`src/ntc_filter_and_temperature_lookup_core_assert.svh`:
```
// ----------------------------------------------------------------------------
// NTC core assertion macros
// Concurrent assertion wrappers; compiled out for synthesis.
// ----------------------------------------------------------------------------
`ifndef NTC_FILTER_AND_TEMPERATURE_LOOKUP_CORE_ASSERT_SVH
`define NTC_FILTER_AND_TEMPERATURE_LOOKUP_CORE_ASSERT_SVH

`ifndef SYNTHESIS
// Same-cycle implication, checked on every clk edge out of reset.
`define NTCFTL_ASSERT_NOW(label, ante, cons) \
  label: assert property (@(posedge clk) disable iff (!rst_n) (ante) |-> (cons)) \
    else $error("ntcftl assertion failed");
// Next-cycle implication.
`define NTCFTL_ASSERT_NEXT(label, ante, cons) \
  label: assert property (@(posedge clk) disable iff (!rst_n) (ante) |=> (cons)) \
    else $error("ntcftl assertion failed");
`else
`define NTCFTL_ASSERT_NOW(label, ante, cons)
`define NTCFTL_ASSERT_NEXT(label, ante, cons)
`endif

`endif

```
`src/ntcftl_pkg.sv`:
```
// ----------------------------------------------------------------------------
// NTC filter and lookup package
// Widths, register indexes, handshake structs and the calibration table.
// ----------------------------------------------------------------------------
`default_nettype none

package ntcftl_pkg;

  localparam int SAMPLE_W   = 12;
  localparam int CODE_W     = 8;
  localparam int TEMP_W     = 7;
  localparam int COUNT_W    = 8;
  localparam int CFG_IDX_W  = 2;
  localparam int CFG_DATA_W = 12;
  localparam int CODE_SHIFT = SAMPLE_W - CODE_W;

  localparam int TEMP_TOP   = 72;
  localparam int ROM_LAST   = 72;
  localparam logic [TEMP_W-1:0] TOP_IDX =
    TEMP_W'((TEMP_TOP < ROM_LAST) ? TEMP_TOP : ROM_LAST);

  // Register indexes on the configuration channel
  localparam logic [CFG_IDX_W-1:0] CFG_OPEN_LIMIT  = 2'd0;
  localparam logic [CFG_IDX_W-1:0] CFG_SHORT_LIMIT = 2'd1;
  localparam logic [CFG_IDX_W-1:0] CFG_PUBLISH     = 2'd2;

  localparam logic [SAMPLE_W-1:0] OPEN_LIMIT_RST  = 12'd512;
  localparam logic [SAMPLE_W-1:0] SHORT_LIMIT_RST = 12'd3200;
  localparam logic [COUNT_W-1:0]  PUBLISH_RST     = 8'd10;
  localparam logic [SAMPLE_W-1:0] LEVEL_RST       = 12'd2048;
  localparam logic [TEMP_W-1:0]   TEMP_RST        = 7'd25;

  typedef struct packed {
    logic              start;
    logic [CODE_W-1:0] code;
  } ntcftl_walk_req_t;

  typedef struct packed {
    logic              done;
    logic [TEMP_W-1:0] temp;
  } ntcftl_walk_rsp_t;

  // Calibration code per whole degree C, strictly increasing
  function automatic logic [CODE_W-1:0] cal_code(input logic [TEMP_W-1:0] idx);
    logic [CODE_W-1:0] c;
    unique case (idx)
      7'd0:  c = 8'd40;   7'd1:  c = 8'd41;   7'd2:  c = 8'd43;   7'd3:  c = 8'd44;
      7'd4:  c = 8'd46;   7'd5:  c = 8'd48;   7'd6:  c = 8'd49;   7'd7:  c = 8'd51;
      7'd8:  c = 8'd53;   7'd9:  c = 8'd54;   7'd10: c = 8'd56;   7'd11: c = 8'd58;
      7'd12: c = 8'd60;   7'd13: c = 8'd62;   7'd14: c = 8'd64;   7'd15: c = 8'd66;
      7'd16: c = 8'd68;   7'd17: c = 8'd70;   7'd18: c = 8'd72;   7'd19: c = 8'd74;
      7'd20: c = 8'd76;   7'd21: c = 8'd78;   7'd22: c = 8'd80;   7'd23: c = 8'd82;
      7'd24: c = 8'd84;   7'd25: c = 8'd86;   7'd26: c = 8'd88;   7'd27: c = 8'd90;
      7'd28: c = 8'd93;   7'd29: c = 8'd95;   7'd30: c = 8'd97;   7'd31: c = 8'd99;
      7'd32: c = 8'd101;  7'd33: c = 8'd104;  7'd34: c = 8'd106;  7'd35: c = 8'd108;
      7'd36: c = 8'd110;  7'd37: c = 8'd112;  7'd38: c = 8'd115;  7'd39: c = 8'd117;
      7'd40: c = 8'd119;  7'd41: c = 8'd121;  7'd42: c = 8'd123;  7'd43: c = 8'd126;
      7'd44: c = 8'd128;  7'd45: c = 8'd130;  7'd46: c = 8'd132;  7'd47: c = 8'd134;
      7'd48: c = 8'd136;  7'd49: c = 8'd138;  7'd50: c = 8'd140;  7'd51: c = 8'd142;
      7'd52: c = 8'd145;  7'd53: c = 8'd147;  7'd54: c = 8'd149;  7'd55: c = 8'd150;
      7'd56: c = 8'd152;  7'd57: c = 8'd154;  7'd58: c = 8'd156;  7'd59: c = 8'd158;
      7'd60: c = 8'd160;  7'd61: c = 8'd162;  7'd62: c = 8'd164;  7'd63: c = 8'd165;
      7'd64: c = 8'd167;  7'd65: c = 8'd169;  7'd66: c = 8'd171;  7'd67: c = 8'd172;
      7'd68: c = 8'd174;  7'd69: c = 8'd176;  7'd70: c = 8'd177;  7'd71: c = 8'd179;
      7'd72: c = 8'd180;
      default: c = 8'd180;
    endcase
    return c;
  endfunction

endpackage

`default_nettype wire

```
`src/ntcftl_if.sv`:
```
// ----------------------------------------------------------------------------
// NTC filter and lookup channel interfaces
// Valid/ready channels for samples, results and register writes.
// ----------------------------------------------------------------------------
`default_nettype none

interface ntcftl_in_if import ntcftl_pkg::*; ();
  logic                valid;
  logic                ready;
  logic [SAMPLE_W-1:0] sample;
  logic                timed_out;

  modport source (output valid, output sample, output timed_out, input ready);
  modport sink   (input valid, input sample, input timed_out, output ready);
endinterface

interface ntcftl_out_if import ntcftl_pkg::*; ();
  logic              valid;
  logic              ready;
  logic [TEMP_W-1:0] temperature;
  logic              valid_res;
  logic              sample_rejected;
  logic              temp_updated;

  modport source (output valid, output temperature, output valid_res,
                  output sample_rejected, output temp_updated, input ready);
  modport sink   (input valid, input temperature, input valid_res,
                  input sample_rejected, input temp_updated, output ready);
endinterface

interface ntcftl_cfg_if import ntcftl_pkg::*; ();
  logic                  valid;
  logic                  ready;
  logic [CFG_IDX_W-1:0]  index;
  logic [CFG_DATA_W-1:0] data;

  modport source (output valid, output index, output data, input ready);
  modport sink   (input valid, input index, input data, output ready);
endinterface

`default_nettype wire

```
`src/ntcftl_walk.sv`:
```
// ----------------------------------------------------------------------------
// NTC calibration table walker
// Steps through the calibration table one entry per cycle with one compare.
// ----------------------------------------------------------------------------
`default_nettype none

module ntcftl_walk
  import ntcftl_pkg::*;
(
  input  wire logic             clk,
  input  wire logic             rst_n,
  input  wire ntcftl_walk_req_t req,
  output ntcftl_walk_rsp_t      rsp
);

  logic              busy_r, busy_nxt;
  logic [TEMP_W-1:0] idx_r, idx_nxt;
  logic [CODE_W-1:0] code_r, code_nxt;
  logic              hit;
  logic              last;

  // First entry whose code exceeds the input ends the walk one degree below it
  assign hit  = code_r < cal_code(idx_r);
  assign last = idx_r == TOP_IDX;

  assign rsp.done = busy_r && (hit || last);
  assign rsp.temp = hit ? (idx_r - TEMP_W'(1)) : idx_r;

  always_comb begin
    busy_nxt = busy_r;
    idx_nxt  = idx_r;
    code_nxt = code_r;
    if (!busy_r) begin
      if (req.start) begin
        busy_nxt = 1'b1;
        idx_nxt  = TEMP_W'(1);
        code_nxt = req.code;
      end
    end else if (rsp.done) begin
      busy_nxt = 1'b0;
    end else begin
      idx_nxt = idx_r + TEMP_W'(1);
    end
  end

  always_ff @(posedge clk) begin
    if (!rst_n) begin
      busy_r <= 1'b0;
    end else begin
      busy_r <= busy_nxt;
    end
    idx_r  <= idx_nxt;
    code_r <= code_nxt;
  end

endmodule

`default_nettype wire

```
`src/ntc_filter_and_temperature_lookup_core.sv`:
```
// ----------------------------------------------------------------------------
// NTC filter and temperature lookup core
// Rejects bad thermistor samples, smooths good ones and publishes a
// temperature from the calibration table.
// ----------------------------------------------------------------------------
// One sample item in, one result item out. An item whose sample is rejected
// or needs no lookup goes from the filter state straight to output; when a
// lookup runs, the table walker compares the filtered code against one
// calibration entry per cycle, so the lookup for T degrees takes T+1 steps,
// and 72 steps at the top of the table. The input
// is not ready from acceptance until the result sits in the output register;
// the output register lets the next item enter while a result waits.
// Register writes are taken at any time (ready is held high) but should only
// be issued while the block is idle.
`default_nettype none

module ntc_filter_and_temperature_lookup_core
  import ntcftl_pkg::*;
(
  input  wire logic clk,
  input  wire logic rst_n,
  ntcftl_in_if.sink    in_ch,
  ntcftl_out_if.source out_ch,
  ntcftl_cfg_if.sink   cfg_ch
);

`include "ntc_filter_and_temperature_lookup_core_assert.svh"

  // Sequencer states
  localparam logic [1:0] S_IDLE = 2'd0;  // wait for a sample item
  localparam logic [1:0] S_FILT = 2'd1;  // check limits, update filter and count
  localparam logic [1:0] S_LOOK = 2'd2;  // table walk in progress
  localparam logic [1:0] S_OUT  = 2'd3;  // hand result to the output register

  logic [1:0]          state_r, state_nxt;

  // Configuration registers
  logic [SAMPLE_W-1:0] open_lim_r, open_lim_nxt;
  logic [SAMPLE_W-1:0] short_lim_r, short_lim_nxt;
  logic [COUNT_W-1:0]  pub_smp_r, pub_smp_nxt;

  // Filter and publish state
  logic [SAMPLE_W-1:0] level_r, level_nxt;
  logic                seeded_r, seeded_nxt;
  logic                published_r, published_nxt;
  logic [TEMP_W-1:0]   cur_temp_r, cur_temp_nxt;
  logic [COUNT_W-1:0]  pub_cnt_r, pub_cnt_nxt;

  // Per-item working registers
  logic [SAMPLE_W-1:0] smp_r, smp_nxt;
  logic                tout_r, tout_nxt;
  logic                rej_r, rej_nxt;
  logic                upd_r, upd_nxt;
  logic                first_r, first_nxt;
  logic                start_r, start_nxt;

  // Output register
  logic                out_valid_r, out_valid_nxt;
  logic [TEMP_W-1:0]   out_temp_r, out_temp_nxt;
  logic                out_vres_r, out_vres_nxt;
  logic                out_rej_r, out_rej_nxt;
  logic                out_upd_r, out_upd_nxt;

  logic                reject;
  logic [SAMPLE_W+2:0] avg_sum;
  logic [COUNT_W-1:0]  cnt_inc;
  logic                out_free;

  ntcftl_walk_req_t    walk_req;
  ntcftl_walk_rsp_t    walk_rsp;

  assign in_ch.ready = state_r == S_IDLE;
  assign cfg_ch.ready = 1'b1;

  assign out_ch.valid           = out_valid_r;
  assign out_ch.temperature     = out_temp_r;
  assign out_ch.valid_res       = out_vres_r;
  assign out_ch.sample_rejected = out_rej_r;
  assign out_ch.temp_updated    = out_upd_r;

  assign out_free = !out_valid_r || out_ch.ready;

  // Timeout, open sensor or shorted sensor
  assign reject = tout_r || (smp_r < open_lim_r) || (smp_r > short_lim_r);

  // 7*level + sample, then drop three bits: floor of the weighted average
  assign avg_sum = {level_r, 3'b000} - {3'b000, level_r} + {3'b000, smp_r};
  assign cnt_inc = pub_cnt_r + COUNT_W'(1);

  // Walker samples the code the cycle after the filter has been updated
  assign walk_req.start = start_r;
  assign walk_req.code  = level_r[CODE_SHIFT +: CODE_W];

  ntcftl_walk u_walk (
    .clk   (clk),
    .rst_n (rst_n),
    .req   (walk_req),
    .rsp   (walk_rsp)
  );

  always_comb begin
    state_nxt     = state_r;
    open_lim_nxt  = open_lim_r;
    short_lim_nxt = short_lim_r;
    pub_smp_nxt   = pub_smp_r;
    level_nxt     = level_r;
    seeded_nxt    = seeded_r;
    published_nxt = published_r;
    cur_temp_nxt  = cur_temp_r;
    pub_cnt_nxt   = pub_cnt_r;
    smp_nxt       = smp_r;
    tout_nxt      = tout_r;
    rej_nxt       = rej_r;
    upd_nxt       = upd_r;
    first_nxt     = first_r;
    start_nxt     = 1'b0;
    out_valid_nxt = out_valid_r;
    out_temp_nxt  = out_temp_r;
    out_vres_nxt  = out_vres_r;
    out_rej_nxt   = out_rej_r;
    out_upd_nxt   = out_upd_r;

    // Register writes; indexes past the list are dropped
    if (cfg_ch.valid) begin
      unique case (cfg_ch.index)
        CFG_OPEN_LIMIT:  open_lim_nxt  = cfg_ch.data;
        CFG_SHORT_LIMIT: short_lim_nxt = cfg_ch.data;
        CFG_PUBLISH:     pub_smp_nxt   = cfg_ch.data[COUNT_W-1:0];
        default: ;
      endcase
    end

    // Retire the result once taken
    if (out_valid_r && out_ch.ready) begin
      out_valid_nxt = 1'b0;
    end

    unique case (state_r)
      S_IDLE: begin
        if (in_ch.valid) begin
          smp_nxt   = in_ch.sample;
          tout_nxt  = in_ch.timed_out;
          state_nxt = S_FILT;
        end
      end
      S_FILT: begin
        rej_nxt   = reject;
        upd_nxt   = 1'b0;
        first_nxt = 1'b0;
        if (reject) begin
          state_nxt = S_OUT;
        end else begin
          seeded_nxt = 1'b1;
          level_nxt  = seeded_r ? avg_sum[SAMPLE_W+2:3] : smp_r;
          if (!published_r) begin
            // First good sample publishes at once
            published_nxt = 1'b1;
            pub_cnt_nxt   = '0;
            upd_nxt       = 1'b1;
            first_nxt     = 1'b1;
            start_nxt     = 1'b1;
            state_nxt     = S_LOOK;
          end else if (cnt_inc >= pub_smp_r) begin
            pub_cnt_nxt = '0;
            start_nxt   = 1'b1;
            state_nxt   = S_LOOK;
          end else begin
            pub_cnt_nxt = cnt_inc;
            state_nxt   = S_OUT;
          end
        end
      end
      S_LOOK: begin
        if (walk_rsp.done) begin
          if (first_r || (walk_rsp.temp != cur_temp_r)) begin
            cur_temp_nxt = walk_rsp.temp;
            upd_nxt      = 1'b1;
          end
          state_nxt = S_OUT;
        end
      end
      S_OUT: begin
        if (out_free) begin
          out_valid_nxt = 1'b1;
          out_temp_nxt  = cur_temp_r;
          out_vres_nxt  = published_r;
          out_rej_nxt   = rej_r;
          out_upd_nxt   = upd_r;
          state_nxt     = S_IDLE;
        end
      end
      default: state_nxt = S_IDLE;
    endcase
  end

  always_ff @(posedge clk) begin
    if (!rst_n) begin
      state_r     <= S_IDLE;
      open_lim_r  <= OPEN_LIMIT_RST;
      short_lim_r <= SHORT_LIMIT_RST;
      pub_smp_r   <= PUBLISH_RST;
      level_r     <= LEVEL_RST;
      seeded_r    <= 1'b0;
      published_r <= 1'b0;
      cur_temp_r  <= TEMP_RST;
      pub_cnt_r   <= '0;
      start_r     <= 1'b0;
      out_valid_r <= 1'b0;
    end else begin
      state_r     <= state_nxt;
      open_lim_r  <= open_lim_nxt;
      short_lim_r <= short_lim_nxt;
      pub_smp_r   <= pub_smp_nxt;
      level_r     <= level_nxt;
      seeded_r    <= seeded_nxt;
      published_r <= published_nxt;
      cur_temp_r  <= cur_temp_nxt;
      pub_cnt_r   <= pub_cnt_nxt;
      start_r     <= start_nxt;
      out_valid_r <= out_valid_nxt;
    end
    smp_r      <= smp_nxt;
    tout_r     <= tout_nxt;
    rej_r      <= rej_nxt;
    upd_r      <= upd_nxt;
    first_r    <= first_nxt;
    out_temp_r <= out_temp_nxt;
    out_vres_r <= out_vres_nxt;
    out_rej_r  <= out_rej_nxt;
    out_upd_r  <= out_upd_nxt;
  end

  // Walker answers only while the sequencer waits for it
  `NTCFTL_ASSERT_NOW(a_walk_done_in_look, walk_rsp.done, state_r == S_LOOK)
  // A lookup request always moves the sequencer into the walk
  `NTCFTL_ASSERT_NOW(a_start_in_look, start_r, state_r == S_LOOK)
  // Published temperature never leaves the table range
  `NTCFTL_ASSERT_NOW(a_temp_range, out_valid_r, out_temp_r <= TOP_IDX)
  // A rejected sample never reports an update
  `NTCFTL_ASSERT_NOW(a_rej_no_upd, out_valid_r && out_rej_r, !out_upd_r)
  // An update implies a published temperature
  `NTCFTL_ASSERT_NOW(a_upd_has_res, out_valid_r && out_upd_r, out_vres_r)
  // An accepted item is next checked against the limits
  `NTCFTL_ASSERT_NEXT(a_accept_to_filt, in_ch.valid && in_ch.ready, state_r == S_FILT)

endmodule

`default_nettype wire
```
`src/flat_wrapper.sv`:
```
// flat-port wrapper written by rule: the top's interface ports become plain ports
module ntc_filter_and_temperature_lookup_core_flat import ntcftl_pkg::*;
  (clk, rst_n, in_ch_valid, in_ch_sample, in_ch_timed_out, in_ch_ready, out_ch_valid, out_ch_temperature, out_ch_valid_res, out_ch_sample_rejected, out_ch_temp_updated, out_ch_ready, cfg_ch_valid, cfg_ch_index, cfg_ch_data, cfg_ch_ready);
  ntcftl_in_if in_ch_i ();
  ntcftl_out_if out_ch_i ();
  ntcftl_cfg_if cfg_ch_i ();
  input  wire logic clk;
  input  wire logic rst_n;
  input wire logic [$bits(in_ch_i.valid)-1:0] in_ch_valid;
  input wire logic [$bits(in_ch_i.sample)-1:0] in_ch_sample;
  input wire logic [$bits(in_ch_i.timed_out)-1:0] in_ch_timed_out;
  output wire logic [$bits(in_ch_i.ready)-1:0] in_ch_ready;
  output wire logic [$bits(out_ch_i.valid)-1:0] out_ch_valid;
  output wire logic [$bits(out_ch_i.temperature)-1:0] out_ch_temperature;
  output wire logic [$bits(out_ch_i.valid_res)-1:0] out_ch_valid_res;
  output wire logic [$bits(out_ch_i.sample_rejected)-1:0] out_ch_sample_rejected;
  output wire logic [$bits(out_ch_i.temp_updated)-1:0] out_ch_temp_updated;
  input wire logic [$bits(out_ch_i.ready)-1:0] out_ch_ready;
  input wire logic [$bits(cfg_ch_i.valid)-1:0] cfg_ch_valid;
  input wire logic [$bits(cfg_ch_i.index)-1:0] cfg_ch_index;
  input wire logic [$bits(cfg_ch_i.data)-1:0] cfg_ch_data;
  output wire logic [$bits(cfg_ch_i.ready)-1:0] cfg_ch_ready;
  assign in_ch_i.valid = in_ch_valid;
  assign in_ch_i.sample = in_ch_sample;
  assign in_ch_i.timed_out = in_ch_timed_out;
  assign in_ch_ready = in_ch_i.ready;
  assign out_ch_valid = out_ch_i.valid;
  assign out_ch_temperature = out_ch_i.temperature;
  assign out_ch_valid_res = out_ch_i.valid_res;
  assign out_ch_sample_rejected = out_ch_i.sample_rejected;
  assign out_ch_temp_updated = out_ch_i.temp_updated;
  assign out_ch_i.ready = out_ch_ready;
  assign cfg_ch_i.valid = cfg_ch_valid;
  assign cfg_ch_i.index = cfg_ch_index;
  assign cfg_ch_i.data = cfg_ch_data;
  assign cfg_ch_ready = cfg_ch_i.ready;
  ntc_filter_and_temperature_lookup_core u_core (.clk(clk), .rst_n(rst_n), .in_ch(in_ch_i), .out_ch(out_ch_i), .cfg_ch(cfg_ch_i));
endmodule
```
`config.mk`:
```
export PLATFORM = sky130hd
export DESIGN_NAME = ntc_filter_and_temperature_lookup_core_flat
export DESIGN_NICKNAME = d
export VERILOG_FILES = /design/src/ntcftl_pkg.sv /design/src/ntcftl_if.sv /design/src/ntcftl_walk.sv /design/src/ntc_filter_and_temperature_lookup_core.sv /design/src/flat_wrapper.sv
export VERILOG_INCLUDE_DIRS = /design/src /design/src/src
export SDC_FILE = /design/constraint.sdc
export NUM_CORES = 1
export LEC_CHECK = 0
export BUFFER_PORTS_ARGS = -buffer_cell sky130_fd_sc_hd__buf_2
export CORE_MARGIN = 2
export CORE_UTILIZATION = 60
export CTS_CLUSTER_DIAMETER = 120
export CTS_CLUSTER_SIZE = 28
export DETAILED_ROUTE_END_ITERATION = 16
export PLACE_DENSITY = 0.79
export SLEW_MARGIN = 20
export SYNTH_ARGS = -nofsm -noshare
export SYNTH_HDL_FRONTEND = slang
export SYNTH_SLANG_ARGS = --single-unit
```
`constraint.sdc`:
```
create_clock -name clk -period 7.52 [get_ports clk]
set_input_delay 0 -clock clk [delete_from_list [all_inputs] [get_ports clk]]
set_output_delay 0 -clock clk [all_outputs]
set_load 0.01 [all_outputs]
```
==> impl_metrics.csv <==
group,metric,value,unit
run_status,status,"finished clean",
logic_synthesis,ys.flop_type,"dfxtp_1",
flow_run,max_cap_viol_count,0,
timing,fin_crit_sh,0.573,
logic_synthesis,synthTopCellsByArea,"dfxtp_1 (20%), edfxtp_1 (17%), ha_1 (12%)",
worst_setup_path,worst_path_dominant_cell_family,"compound AO/OA/AOI/OAI gates",
timing,tightestPinTransition,998,ps
worst_setup_path,cp.buffers_inverters,0,
layout,drive_gt1_frac,0.108,
die,die_area,0.0131,mm2
clocking,clockBufferDepth,2,
worst_setup_path,crit_path_cell_trace,"ha_1 -> a2111o_1 -> a31o_2 -> nand3_1 -> mux2i_1 -> ha_1 -> or3_1 -> a2111oi_0 -> a311oi_1 -> nand3_1 -> a31oi_1 -> o211ai_1",
clocking,cts.clk_slew.worst_paths,60,ps
layout,n_antenna_cell,0,
logic_synthesis,synth.net_count,918,
routing,via_count,6286,
die,start_util,0.610,
timing,tns,0,ps
worst_setup_path,cp_slowest_cell,"mux2i_1",
timing,fmax,232,MHz
timing,relSlewSlack,0.333,
global_route,grt_pass1_wl,30.5,mm
logic_synthesis,ys_warn_count,0,
clocking,cts_resized,0,
power,irDropWorstVdd,235,uV
layout,multiInputGateArea,0.00412,mm2
logic_synthesis,synth_largest_area_cell,"dfxtp_1",
timing,rsz0062_at_grt,"false",
logic_synthesis,syn-cell-area,0.00730,mm2
min_path,hold_class,"primary input to register",
clocking,cts_setup_buffers,0,
layout,synthToLayoutAreaGrowth,15.6,%
logic_synthesis,synth_common_cells,"inv_1 (91), nand2_1 (91), dfxtp_1 (73)",
placed_design,routabilityCongestion,0.865,
worst_setup_path,path_max_fanout,11,
logic_synthesis,synth_edf_count,41,
placed_design,pre_cts_ws,3350,ps
power,leakagePower,0.00347,uW
clocking,cts_max_level,4,
global_route,antenna_found_initial,0,
power,p_per_area,300,mW/mm2
die,die_h,114,um
clocking,root_buffer,"clkbuf_16",
logic_synthesis,ys_types,75,
logic_synthesis,async_flop_share,0,
timing,finalHoldViolations,0,
placed_design,port_buffers,43,
placed_design,dp_hpwl,12.8,mm
global_route,grt_max_degree,55,
routing,wl_per_cell,18.0,um
routing,wl,18.5,mm
die,rows,40,
worst_setup_path,cpPeakStageDelay,680,ps
routing,ant_nets,0,
timing,skew,11.6,ps
logic_synthesis,synthCells,808,
global_route,overflow,0,
layout,fin_util,0.705,
clocking,cts_buffers,17,
routing,drtIter0Drc,628,
logic_synthesis,syn_area_per_cell,9.04,um2
routing,dr.pass1.iters,5,
timing,maxSlewViolCount,0,
global_route,groute.usage.overall,0.295,
layout,fin_nets,980,
worst_setup_path,critPathKind,"register to register",
die,io_pins,45,
worst_setup_path,critPathLaunchType,"register",
placed_design,dp_cells,969,
timing,fin_crit,4310,ps
clocking,clock_latency,420,ps
layout,fill_cells,860,
clocking,ctsHoldBuffers,29,
logic_synthesis,ys_ff_latch,114,
worst_setup_path,worstPathRequired,7850,ps
routing,drc,0,
worst_setup_path,cp-end-kind,"register",
layout,final_cells,1030,
logic_synthesis,yosys.area.top_type_share,0.200,
timing,setup_slack,3210,ps
logic_synthesis,ys_seq_area_frac,0.369,
worst_setup_path,cp.arrival,4640,ps
global_route,grt_pass1_vias,6188,
clocking,cts_tree,"done",
die,die_w,114,um
routing,vias_per_cell,6.10,
layout,seq_area,0.00269,mm2
clocking,cts_sinks,114,
timing,setup_viol,0,
die,coreArea,0.0120,mm2
-- worst register-to-register path, stage by stage, from the launching register on --
cell and delay, ps:
edfxtp_1 370, ha_1 270, a2111o_1 490, a31o_2 390, nand3_1 200, mux2i_1 680
ha_1 420, or3_1 400, a2111oi_0 470, a311oi_1 120, nand3_1 130, a31oi_1 90
o211ai_1 210
-- cells in the final DEF (no fill, tap or decap), drive strengths merged, types with 10 or more instances in the layout --
cell,Yosys,final
a211oi,13,13
a21o,12,12
a21oi,53,53
a31oi,11,11
and2,10,10
buf,5,45
clkbuf,26,19
dfxtp,73,73
dlygate4sd3,0,29
edfxtp,41,41
ha,69,69
inv,93,94
mux2i,25,25
nand2,91,91
nand3,23,23
nand4,12,12
nor2,51,51
o211ai,12,12
o21ai,36,36
xnor2,18,18
xor2,15,15
-- routing by layer --
metal	global-route usage	share of wire	vias to the layer above
li1	-	-	2989
met1	0.373	0.43	3017
met2	0.510	0.51	239
met3	0.0556	0.048	41
met4	0.0927	0.020	0
met5	0	0	-
-- final timing paths --
kind / to / slack, ps / startpoint / depth (start not counted)
worst min register to register: u_core.out_ch.sample_rejected$_DFFE_PP_ / 420 / u_core.rej_r$_DFFE_PP_ / 0
worst min-delay path: u_core.open_lim_r[1]$_SDFFE_PN0P_ / 110 / cfg_ch_index[0] / 5
worst max register to register: register / 3210 / u_core.u_walk.code_r[1]$_DFFE_PP_ / 12
worst max-delay path: register / 3210 / u_core.u_walk.code_r[1]$_DFFE_PP_ / 12
-- metrics by stage --
| stage | hold slack, ps | instance area [um2] | power (uW) |
|---|---|---|---|
| detailed placement | 178 | 7580 | 1750 |
| global placement | 178 | 7580 | 1700 |
| CTS | 90.2 | 8430 | 2510 |
| floorplan | 98.9 | 7300 | 1520 |
| global route | 145 | 8440 | 2670 |
| finish | 113 | 8440 | 2530 |
-- layout make-up --
class | instances | share of cell area
well taps | 147 | 0.0218
clock inverters | 13 | 0.0132
clock buffers | 19 | 0.0537
repair buffers | 74 | 0.0617
inverters | 94 | 0.0418
flip-flops and latches | 114 | 0.319
multi-input cells | 569 | 0.489
-- power by group --
group	switching [uW]	leakage [uW]	total (uW)	internal (uW)
sequential	79.2	0.000965	809	730
clock	294	0.000261	763	469
combinational	563	0.00225	959	396
-- registers in the layout, summed over array words and instances (netlist names), 2 cells and up, named ones only --
signal                     cells
u_core.u_walk.idx_r            7
u_core.state_r                 2
u_core.short_lim_r            12
u_core.cur_temp_r              7
u_core.u_walk.code_r           8
u_core.pub_smp_r               8
u_core.out_ch.temperature      7
u_core.smp_r                  12
u_core.pub_cnt_r               8
u_core.open_lim_r             12
u_core.level_r                12
-- cells by family after synthesis --
group,synth area share
DFF,0.369
other,0.000514
muxes,0.0379
buffers and inverters,0.0672
AOI/OAI and AO/OA,0.186
adders and majority gates,0.143
and+or+nand+nor,0.157
xor gates and xnor gates,0.0396
(Power assumes the default switching activity.)
